--- src/pacc_pkg.sv ---
// Shared types and constants for the phase accumulator with peak hold.
`timescale 1ns / 1ps

package pacc_pkg;

    localparam int unsigned PHASE_W = 24;
    localparam int unsigned HOLD_W  = 32;
    localparam int unsigned SHIFT_W = 4;
    localparam int unsigned CFG_IDX_W  = 2;
    localparam int unsigned CFG_DATA_W = 32;

    // Bit position of a one-sixteenth-turn phase shift
    localparam int unsigned SHIFT_POS = 20;

    localparam logic [CFG_IDX_W-1:0] REG_PHASE_STEP = 2'd0;
    localparam logic [CFG_IDX_W-1:0] REG_HIGH_HOLD  = 2'd1;
    localparam logic [CFG_IDX_W-1:0] REG_LOW_HOLD   = 2'd2;

    localparam logic MODE_TICK  = 1'b0;
    localparam logic MODE_SHIFT = 1'b1;

    localparam logic [1:0] QUAD_0 = 2'd0;
    localparam logic [1:0] QUAD_1 = 2'd1;
    localparam logic [1:0] QUAD_2 = 2'd2;
    localparam logic [1:0] QUAD_3 = 2'd3;

    localparam logic [PHASE_W-1:0] PHASE_STEP_RESET = 24'd1;

    typedef struct packed {
        logic               mode;
        logic [SHIFT_W-1:0] shift_amount;
    } t_in_item;

    typedef struct packed {
        logic [PHASE_W-1:0] phase;
        logic               cycle_start;
    } t_out_item;

    typedef struct packed {
        logic [PHASE_W-1:0] phase_step;
        logic [HOLD_W-1:0]  high_hold_ticks;
        logic [HOLD_W-1:0]  low_hold_ticks;
    } t_cfg;

endpackage

--- src/pacc_core.sv ---
// Accumulator state and per-transaction update: add, wrap check and peak hold counters.
`timescale 1ns / 1ps

module pacc_core (
    input  logic                 i_clk,
    input  logic                 i_rst_n,
    input  logic                 i_advance,
    input  pacc_pkg::t_in_item   i_item,
    input  pacc_pkg::t_cfg       i_cfg,
    output pacc_pkg::t_out_item  o_result
);

    logic [pacc_pkg::PHASE_W-1:0] r_phase, n_phase;
    logic [1:0]                   r_prev_quad, n_prev_quad;
    logic [pacc_pkg::HOLD_W-1:0]  r_high_left, n_high_left;
    logic [pacc_pkg::HOLD_W-1:0]  r_low_left, n_low_left;
    logic                         r_wrap, n_wrap;

    logic                         w_add_en;
    logic [pacc_pkg::PHASE_W:0]   w_addend;
    logic [pacc_pkg::PHASE_W:0]   w_sum;
    logic                         w_carry;
    logic [1:0]                   w_quad;

    always_comb begin
        if (i_item.mode == pacc_pkg::MODE_SHIFT) begin
            w_addend = {1'b0, i_item.shift_amount, {pacc_pkg::SHIFT_POS{1'b0}}};
        end else begin
            w_addend = {1'b0, i_cfg.phase_step};
        end
        w_sum   = {1'b0, r_phase} + w_addend;
        w_carry = w_sum[pacc_pkg::PHASE_W];
        w_quad  = w_carry ? pacc_pkg::QUAD_0 : w_sum[pacc_pkg::PHASE_W-1 -: 2];
    end

    always_comb begin
        n_phase     = r_phase;
        n_prev_quad = r_prev_quad;
        n_high_left = r_high_left;
        n_low_left  = r_low_left;
        n_wrap      = r_wrap;
        w_add_en    = 1'b0;

        if (i_item.mode == pacc_pkg::MODE_TICK) begin
            n_wrap = 1'b0;
            if (r_high_left != '0) begin
                n_high_left = r_high_left - 1'b1;
            end else if (r_low_left != '0) begin
                n_low_left = r_low_left - 1'b1;
            end else begin
                w_add_en = 1'b1;
            end
        end else begin
            w_add_en = 1'b1;
        end

        if (w_add_en) begin
            n_phase     = w_sum[pacc_pkg::PHASE_W-1:0];
            n_prev_quad = w_quad;
            if (w_carry) begin
                n_wrap = 1'b1;
            end else if (w_quad == pacc_pkg::QUAD_1 && r_prev_quad == pacc_pkg::QUAD_0) begin
                n_high_left = i_cfg.high_hold_ticks;
            end else if (w_quad == pacc_pkg::QUAD_3 && r_prev_quad == pacc_pkg::QUAD_2) begin
                n_low_left = i_cfg.low_hold_ticks;
            end
        end
    end

    always_ff @(posedge i_clk) begin
        if (!i_rst_n) begin
            r_phase     <= '0;
            r_prev_quad <= pacc_pkg::QUAD_0;
            r_high_left <= '0;
            r_low_left  <= '0;
            r_wrap      <= 1'b0;
        end else if (i_advance) begin
            r_phase     <= n_phase;
            r_prev_quad <= n_prev_quad;
            r_high_left <= n_high_left;
            r_low_left  <= n_low_left;
            r_wrap      <= n_wrap;
        end
    end

    assign o_result.phase       = n_phase;
    assign o_result.cycle_start = n_wrap;

    // A tick that only counts down the high hold must leave the phase where it is
    a_hold_freezes_phase: assert property (@(posedge i_clk) disable iff (!i_rst_n)
        i_advance && i_item.mode == pacc_pkg::MODE_TICK && r_high_left != '0
        |=> $stable(r_phase))
        else $error("phase moved during high hold");

    // A wrap resets the quadrant tracking and raises the start flag
    a_wrap_clears_quad: assert property (@(posedge i_clk) disable iff (!i_rst_n)
        i_advance && w_add_en && w_carry
        |=> r_wrap && r_prev_quad == pacc_pkg::QUAD_0)
        else $error("wrap did not set flag and clear quadrant");

    // A tick without a wrap always drops the start flag
    a_tick_drops_flag: assert property (@(posedge i_clk) disable iff (!i_rst_n)
        i_advance && i_item.mode == pacc_pkg::MODE_TICK && !(w_add_en && w_carry)
        |=> !r_wrap)
        else $error("start flag survived a tick");

    // A wrapping add leaves both hold counters untouched
    a_single_load: assert property (@(posedge i_clk) disable iff (!i_rst_n)
        i_advance && w_add_en && w_carry
        |=> $stable(r_high_left) && $stable(r_low_left))
        else $error("hold counter loaded on a wrap");

endmodule

--- src/phase_accumulator_with_peak_hold_unit.sv ---
// Top level: configuration registers, input handshake and registered result output.
//
//  channel | direction | handshake                      | payload
//  --------+-----------+--------------------------------+---------------------------
//  in      | input     | i_in_valid / o_in_ready        | i_in  (mode, shift_amount)
//  out     | output    | o_out_valid / i_out_ready      | o_out (phase, cycle_start)
//  cfg     | input     | i_cfg_we, i_cfg_idx            | i_cfg_data
//
//  One transaction per cycle while the output is drained; the result is registered in the cycle after
//  acceptance, from the single 25-bit add and quadrant compare ahead of the output register.
//  Input is taken whenever the output register is empty or is being drained.
//  A stalled output holds its result and blocks further input only while full.
//  Synchronous active-low reset clears the accumulator state, the output valid and
//  loads phase_step = 1 and both hold counts with zero.
`timescale 1ns / 1ps

module phase_accumulator_with_peak_hold_unit (
    input  logic                                i_clk,
    input  logic                                i_rst_n,
    input  logic                                i_in_valid,
    output logic                                o_in_ready,
    input  pacc_pkg::t_in_item                  i_in,
    output logic                                o_out_valid,
    input  logic                                i_out_ready,
    output pacc_pkg::t_out_item                 o_out,
    input  logic                                i_cfg_we,
    input  logic [pacc_pkg::CFG_IDX_W-1:0]      i_cfg_idx,
    input  logic [pacc_pkg::CFG_DATA_W-1:0]     i_cfg_data
);

    pacc_pkg::t_cfg      r_cfg;
    pacc_pkg::t_out_item r_out;
    logic                r_out_valid;
    pacc_pkg::t_out_item w_result;
    logic                w_accept;

    assign o_in_ready = !r_out_valid || i_out_ready;
    assign w_accept   = i_in_valid && o_in_ready;

    always_ff @(posedge i_clk) begin
        if (!i_rst_n) begin
            r_cfg.phase_step      <= pacc_pkg::PHASE_STEP_RESET;
            r_cfg.high_hold_ticks <= '0;
            r_cfg.low_hold_ticks  <= '0;
        end else if (i_cfg_we) begin
            unique case (i_cfg_idx)
                pacc_pkg::REG_PHASE_STEP:
                    r_cfg.phase_step <= i_cfg_data[pacc_pkg::PHASE_W-1:0];
                pacc_pkg::REG_HIGH_HOLD:
                    r_cfg.high_hold_ticks <= i_cfg_data[pacc_pkg::HOLD_W-1:0];
                pacc_pkg::REG_LOW_HOLD:
                    r_cfg.low_hold_ticks <= i_cfg_data[pacc_pkg::HOLD_W-1:0];
                default: begin
                    // drop writes to unmapped indexes
                end
            endcase
        end
    end

    pacc_core u_core (
        .i_clk     (i_clk),
        .i_rst_n   (i_rst_n),
        .i_advance (w_accept),
        .i_item    (i_in),
        .i_cfg     (r_cfg),
        .o_result  (w_result)
    );

    always_ff @(posedge i_clk) begin
        if (!i_rst_n) begin
            r_out_valid <= 1'b0;
        end else if (w_accept) begin
            r_out_valid <= 1'b1;
        end else if (i_out_ready) begin
            r_out_valid <= 1'b0;
        end
    end

    always_ff @(posedge i_clk) begin
        if (w_accept) begin
            r_out <= w_result;
        end
    end

    assign o_out_valid = r_out_valid;
    assign o_out       = r_out;

endmodule

--- config.mk ---
export PLATFORM = sky130hd
export DESIGN_NAME = phase_accumulator_with_peak_hold_unit
export DESIGN_NICKNAME = d
export VERILOG_FILES = /design/src/pacc_pkg.sv /design/src/pacc_core.sv /design/src/phase_accumulator_with_peak_hold_unit.sv
export SDC_FILE = /design/constraint.sdc
export NUM_CORES = 1
export LEC_CHECK = 0
export ABC_CLOCK_PERIOD_IN_PS = 7100
export BUFFER_PORTS_ARGS = -buffer_cell sky130_fd_sc_hd__buf_4
export CORE_ASPECT_RATIO = 0.7
export CORE_MARGIN = 5
export CORE_UTILIZATION = 50
export CTS_CLUSTER_DIAMETER = 30
export CTS_CLUSTER_SIZE = 30
export DETAILED_ROUTE_END_ITERATION = 12
export PLACE_DENSITY = 0.68
export SLEW_MARGIN = 0
export SYNTH_ARGS = -nofsm -noshare
export SYNTH_HDL_FRONTEND = slang
export SYNTH_SLANG_ARGS = --single-unit
--- constraint.sdc ---
create_clock -name i_clk -period 7.1 [get_ports i_clk]
set_input_delay 1.42 -clock i_clk [delete_from_list [all_inputs] [get_ports i_clk]]
set_output_delay 1.42 -clock i_clk [all_outputs]
set_load 0.005 [all_outputs]
# Word level (Yosys, flattened, before mapping)
# Cells that the tools add are included.
[word_totals]
regBits = 205
input_bits = 44
wordCells = 56
out_inout_bits = 27
[classes]
n_reduce_logical = 14
n_mux = 23
addsub = 3
eq_ne = 5
[op_table]
columns = ["op", "count"]
rows = [
  ["$mux W32", 12],
  ["$reduce_bool A32 Y1", 2],
  ["$sub A32 B1 Y32 const B", 2],
  ["$mux W24", 2],
  ["$add A24 B25 Y25", 1],
  ["$mux W1", 8],
  ["$reduce_and A2 Y1", 4],
  ["$eq A2 B2 Y1 const B", 3],
  ["$eq A2 B1 Y1 const B", 2],
  ["$logic_not A2 Y1", 2],
  ["$logic_and A1 B1 Y1", 3],
  ["$mux W2", 1],
  ["$reduce_bool A2 Y1", 1],
  ["$logic_not A1 Y1", 1],
  ["$logic_or A1 B1 Y1", 1],
]

# Longest topological paths before layout
[depth]
depth_word = 9
mapped_depth = 17
depth_no_buf = 13

# Cells and area by module
# From an unflattened synthesis, not the netlist that was laid out.
[hier_totals]
cells_unflattened = 1271
hier_area_um2 = 10985.5
[by_module_without_submodules]
columns = ["mod", "area_per_inst_um2", "seq_area_each_um2", "instances", "cells_per_inst"]
rows = [
  ["pacc_core", 6834.1, 1821.7, 1, 917],
  ["phase_accumulator_with_peak_hold_unit", 4151.5, 2532.4, 1, 354],
]

# Least setup slack after synthesis
# OpenSTA, ideal clock, no wires.
[synth_timing]
path_kind = "input to register"
from = "in i_in[4] (netlist name)"
to = "reg u_core.r_high_left[1] (netlist name)"
cell_stages = 16
setup_slack_ns = 2.174
setup_time_ns = 0.122
required_ns = 6.978
t_arrival_ns = 4.804
path_cell_list = "clkbuf_1 > clkbuf_1 > nor2b_1 > ha_1 > inv_1 > fa_1 > nor2b_1 > o31ai_1 > a21boi_0 > a21oi_1 > o21ai_0 > xnor2_1 > clkbuf_1 > or4_1 > buf_2 > o311a_1"
[synth_between]
elab_chain_len = 8
[synth_rtl]
columns = ["element", "line_no", "rtl"]
rows = [
  ["start, declared", "phase_accumulator_with_peak_hold_unit.sv:22", "input pacc_pkg::t_in_item i_in,"],
  ["$mux W24", "pacc_core.sv:26", "if (i_item.mode == pacc_pkg::MODE_SHIFT) begin"],
  ["$add A24 B25 Y25", "pacc_core.sv:31", "w_sum = {1'b0, r_phase} + w_addend;"],
  ["$mux W2", "pacc_core.sv:33", "w_quad = w_carry ? pacc_pkg::QUAD_0 : w_sum[pacc_pkg::PHASE_W-1 -: 2];"],
  ["$eq A2 B1 Y1", "pacc_core.sv:62", "end else if (w_quad == pacc_pkg::QUAD_1 && r_prev_quad == pacc_pkg::QUAD_0) begin"],
  ["$logic_and A1 B1 Y1", "pacc_core.sv:62", ""],
  ["$mux W32", "pacc_core.sv:62", ""],
  ["$mux W32", "pacc_core.sv:60", "if (w_carry) begin"],
  ["$mux W32 *", "pacc_core.sv:57", "if (w_add_en) begin"],
  ["end signal, assigned", "pacc_core.sv:80", "r_high_left <= n_high_left;"],
  ["end, declared", "pacc_core.sv:15", "logic [pacc_pkg::HOLD_W-1:0] r_high_left, n_high_left;"],
]
# Mark *: on every way between the ends. The rest lies on a longest branch, timed or not.
# A chain may end at the register's enable or synchronous reset.

# Worst setup path in the final report
[layout_timing]
from = "in i_in[4] (netlist name)"
to = "reg u_core.r_low_left[19] (netlist name)"
[layout_between]
elab_chain_len = 9
[layout_rtl]
columns = ["element", "line_no", "rtl"]
rows = [
  ["$mux W24", "pacc_core.sv:26", ""],
  ["$add A24 B25 Y25", "pacc_core.sv:31", ""],
  ["$mux W2", "pacc_core.sv:33", ""],
  ["$eq A2 B2 Y1", "pacc_core.sv:64", "end else if (w_quad == pacc_pkg::QUAD_3 && r_prev_quad == pacc_pkg::QUAD_2) begin"],
  ["$logic_and A1 B1 Y1", "pacc_core.sv:64", ""],
  ["$mux W32", "pacc_core.sv:64", ""],
  ["$mux W32", "pacc_core.sv:62", ""],
  ["$mux W32", "pacc_core.sv:60", ""],
  ["$mux W32 *", "pacc_core.sv:57", ""],
  ["end signal, assigned", "pacc_core.sv:81", "r_low_left <= n_low_left;"],
  ["end, declared", "pacc_core.sv:16", "logic [pacc_pkg::HOLD_W-1:0] r_low_left, n_low_left;"],
]
# Marks and branches as above.

==> impl_metrics.toml <==
[run_status]
outcome = "complete, no violations"

[timing]
clock.fmax_mhz = 194
fin_setup_tns_ns = 0
post-route-min-period_ns = 5.16
report.final.slew_viol_count = 0
final_min_period_over_clock_period_pct = 72.7
postLayoutSetupSlackWorst_ns = 1.94
setup_violations = 0
fin_worst_skew_ns = 0.0198
timing_hold_violations_final = 0
max_slew_margin_pct = 2.96
rsz_0062_raised_after_global_routing = "no"
tightest_slew_ns = 1.45

[grt]
globalRouteTotalUtil_pct = 26.4
antenna_found_initial = 0
grt_start_max_net_pins = 73
grt_pass1_vias = 9362
grt_pass1_wl_um = 52300
gr-total-overflow = 0

[clock_network]
clock-root-buffer = "sky130_fd_sc_hd__clkbuf_16"
max-clock-path-buffers = 3
cts_sinks = 205
worst_skew_pair.late_latency_ns = 0.51
htree_num_levels = 2
postCtsHoldBufs = 0
cts_tree = "yes"
clkTransAtPathRegs_ns = 0.05
post_cts_setup_buffer_count = 0
cts_buffers = 37
cts_resized = 0

[synthesis]
synth_cell_types = 77
synth_cell_area_um2 = 10800
synthCells = 1354
synth_enable_flop_cells = 25
synth-main-ff-cell = "sky130_fd_sc_hd__dfxtp_1"
synthesis_warnings = 0
synthesis.area_per_instance_um2 = 7.95
ys_seq_elements = 205
asr_flop_ratio_synth_pct = 0
synth.net_count = 1426
synth-seq-area-share_pct = 40.4

[job]
max_cap_violations = 0

[final_layout]
area_growth_pct = 17.3
post_route_cells_drive_above_1_share_pct = 13.4
finalNetCount = 1459
antenna_cells = 0
most-common-layout-cells = "sky130_fd_sc_hd__nand2_1, sky130_fd_sc_hd__dfxtp_1, sky130_fd_sc_hd__a21oi_1"
layout_commonest_cell = "sky130_fd_sc_hd__nand2_1"

[setup_path]
start_kind = "input port"
worstPathRequired_ns = 7.48
reg2reg_slack_ns = 2.76
critPathCaptureType = "flop"
cp_max_fo = 28
cp_data_arrival_time_ns = 5.54
setup.worst_path.class = "in2reg"

[worst_hold_path]
min-delay-path-class = "reg2reg"

[placed_design]
dp_slack_ns = 1.45
hpwl_um = 22500
io_buffers = 70
globalplace.congestion = 0.951

[drt]
wire_per_inst_um = 19.8
detail_route.drc_violations = 0
route.vias.total = 10570
vias_per_cell = 6.26
detail_route.first_pass.iterations = 5
drt_iter0_drc = 1287
detail_route.wirelength_um = 33400
postRouteAntennaNets = 0

[floorplanning]
rows = 44
num_io_pins = 71
core_um2 = 21000
floorplan.die_area_um2 = 24600
dieWidth_um = 185
start_util_pct = 51.3
die_h_um = 133

[power_and_ir_drop]
power-per-cell-area_nw_per_um2 = 417
vdd_drop_max_v = 0.000231
static-leakage-power_nw = 4.72
-- cell families after synthesis --
| logic type | Yosys count | share of synthesized area, % |
|---|---|---|
| and+or+nand+nor | 603 | 26.5 |
| AOI/OAI and AO/OA | 369 | 21.8 |
| muxes | 24 | 2.47 |
| buffers and inverters | 106 | 3.88 |
| adders and majority gates | 28 | 3.32 |
| xor gates and xnor gates | 19 | 1.55 |
| DFF | 205 | 40.4 |
-- worst paths after layout --
check,startpoint,endpoint,cells after the start
worst max register to register,u_core.r_low_left[20],u_core.r_low_left[19],10
worst min register to register,r_cfg[83],r_cfg[83],2
worst min-delay path,r_cfg[83],r_cfg[83],2
worst max-delay path,i_in[4],u_core.r_low_left[19],15
-- synth_stat cells, drive strengths merged (13+ instances only) --
cell type  count  area share, %
nand3         49            2.3
clkbuf        75            2.6
o21ai         55            2.6
a211oi        36            2.6
nand2        302             11
nor4          22            1.7
nor3          39            1.9
edfxtp        25            7.0
a31oi         24            1.5
buf           16           0.74
nor2b         22            1.3
inv           15           0.52
nor2          72            2.6
a21oi        150            7.0
dfxtp        180             33
mux2          21            2.2
nand4         24            1.4
and3          13           0.76
ha            27            3.1
-- worst max-delay path, stage by stage --
cell and delay [ns]:
sky130_fd_sc_hd__buf_4 0.24, sky130_fd_sc_hd__nor2b_1 0.17, sky130_fd_sc_hd__ha_1 0.21, sky130_fd_sc_hd__inv_1 0.07, sky130_fd_sc_hd__fa_1 0.43, sky130_fd_sc_hd__nor2b_1 0.17
sky130_fd_sc_hd__o31ai_1 0.12, sky130_fd_sc_hd__a21boi_0 0.48, sky130_fd_sc_hd__a21oi_1 0.17, sky130_fd_sc_hd__o21ai_0 0.26, sky130_fd_sc_hd__xnor2_1 0.10, sky130_fd_sc_hd__buf_4 0.20
sky130_fd_sc_hd__or4_1 0.96, sky130_fd_sc_hd__o41ai_2 0.44, sky130_fd_sc_hd__a21oi_1 0.06
-- registers in the layout, indices dropped and copies added, names as in the netlist --
name,flops
u_core.r_wrap,1
u_core.r_prev_quad,2
u_core.r_phase,24
u_core.r_high_left,32
o_out,25
r_cfg,88
u_core.r_low_left,32
o_out_valid,1
-- final cells by class --
type	count	area (um^2)
clock inverter	20	244
timing repair buffer	85	638
sequential	205	4350
tap	276	345
multi-input combinational	1043	6010
clock buffer	45	986
inverter	15	58.8
fill	1901	8340
-- routing by layer --
metal,GRT usage [%],routed length (um)
met3,6.69,3440
met5,0,0
met4,7.46,793
met1,41.5,16000
met2,35.1,13200
-- stage by stage --
stage / util [%] / cell area (um^2) / cells / total power, mW / hold WS [ns]
final: 60.2 / 12600 / 1689 / 5.26 / 0.448
after global routing: 60.2 / 12600 / 1689 / 5.59 / 0.469
after CTS: 60.2 / 12600 / 1689 / 5.24 / 0.450
after detailed placement: 54.4 / 11400 / 1624 / 3.46 / 0.443
after global placement: 54.4 / 11400 / 1624 / 3.43 / 0.439
after floorplan: - / 10800 / 1354 / 2.95 / 0.432
-- power breakdown --
group / internal [mW] / total (mW) / leakage [nW] / switching [mW]
Clock: 1.17 / 1.76 / 0.605 / 0.593
Sequential: 1.35 / 1.53 / 1.71 / 0.181
Combinational: 0.684 / 1.97 / 2.40 / 1.29
Total: 3.20 / 5.26 / 4.72 / 2.06
(Power assumes the default switching activity.)
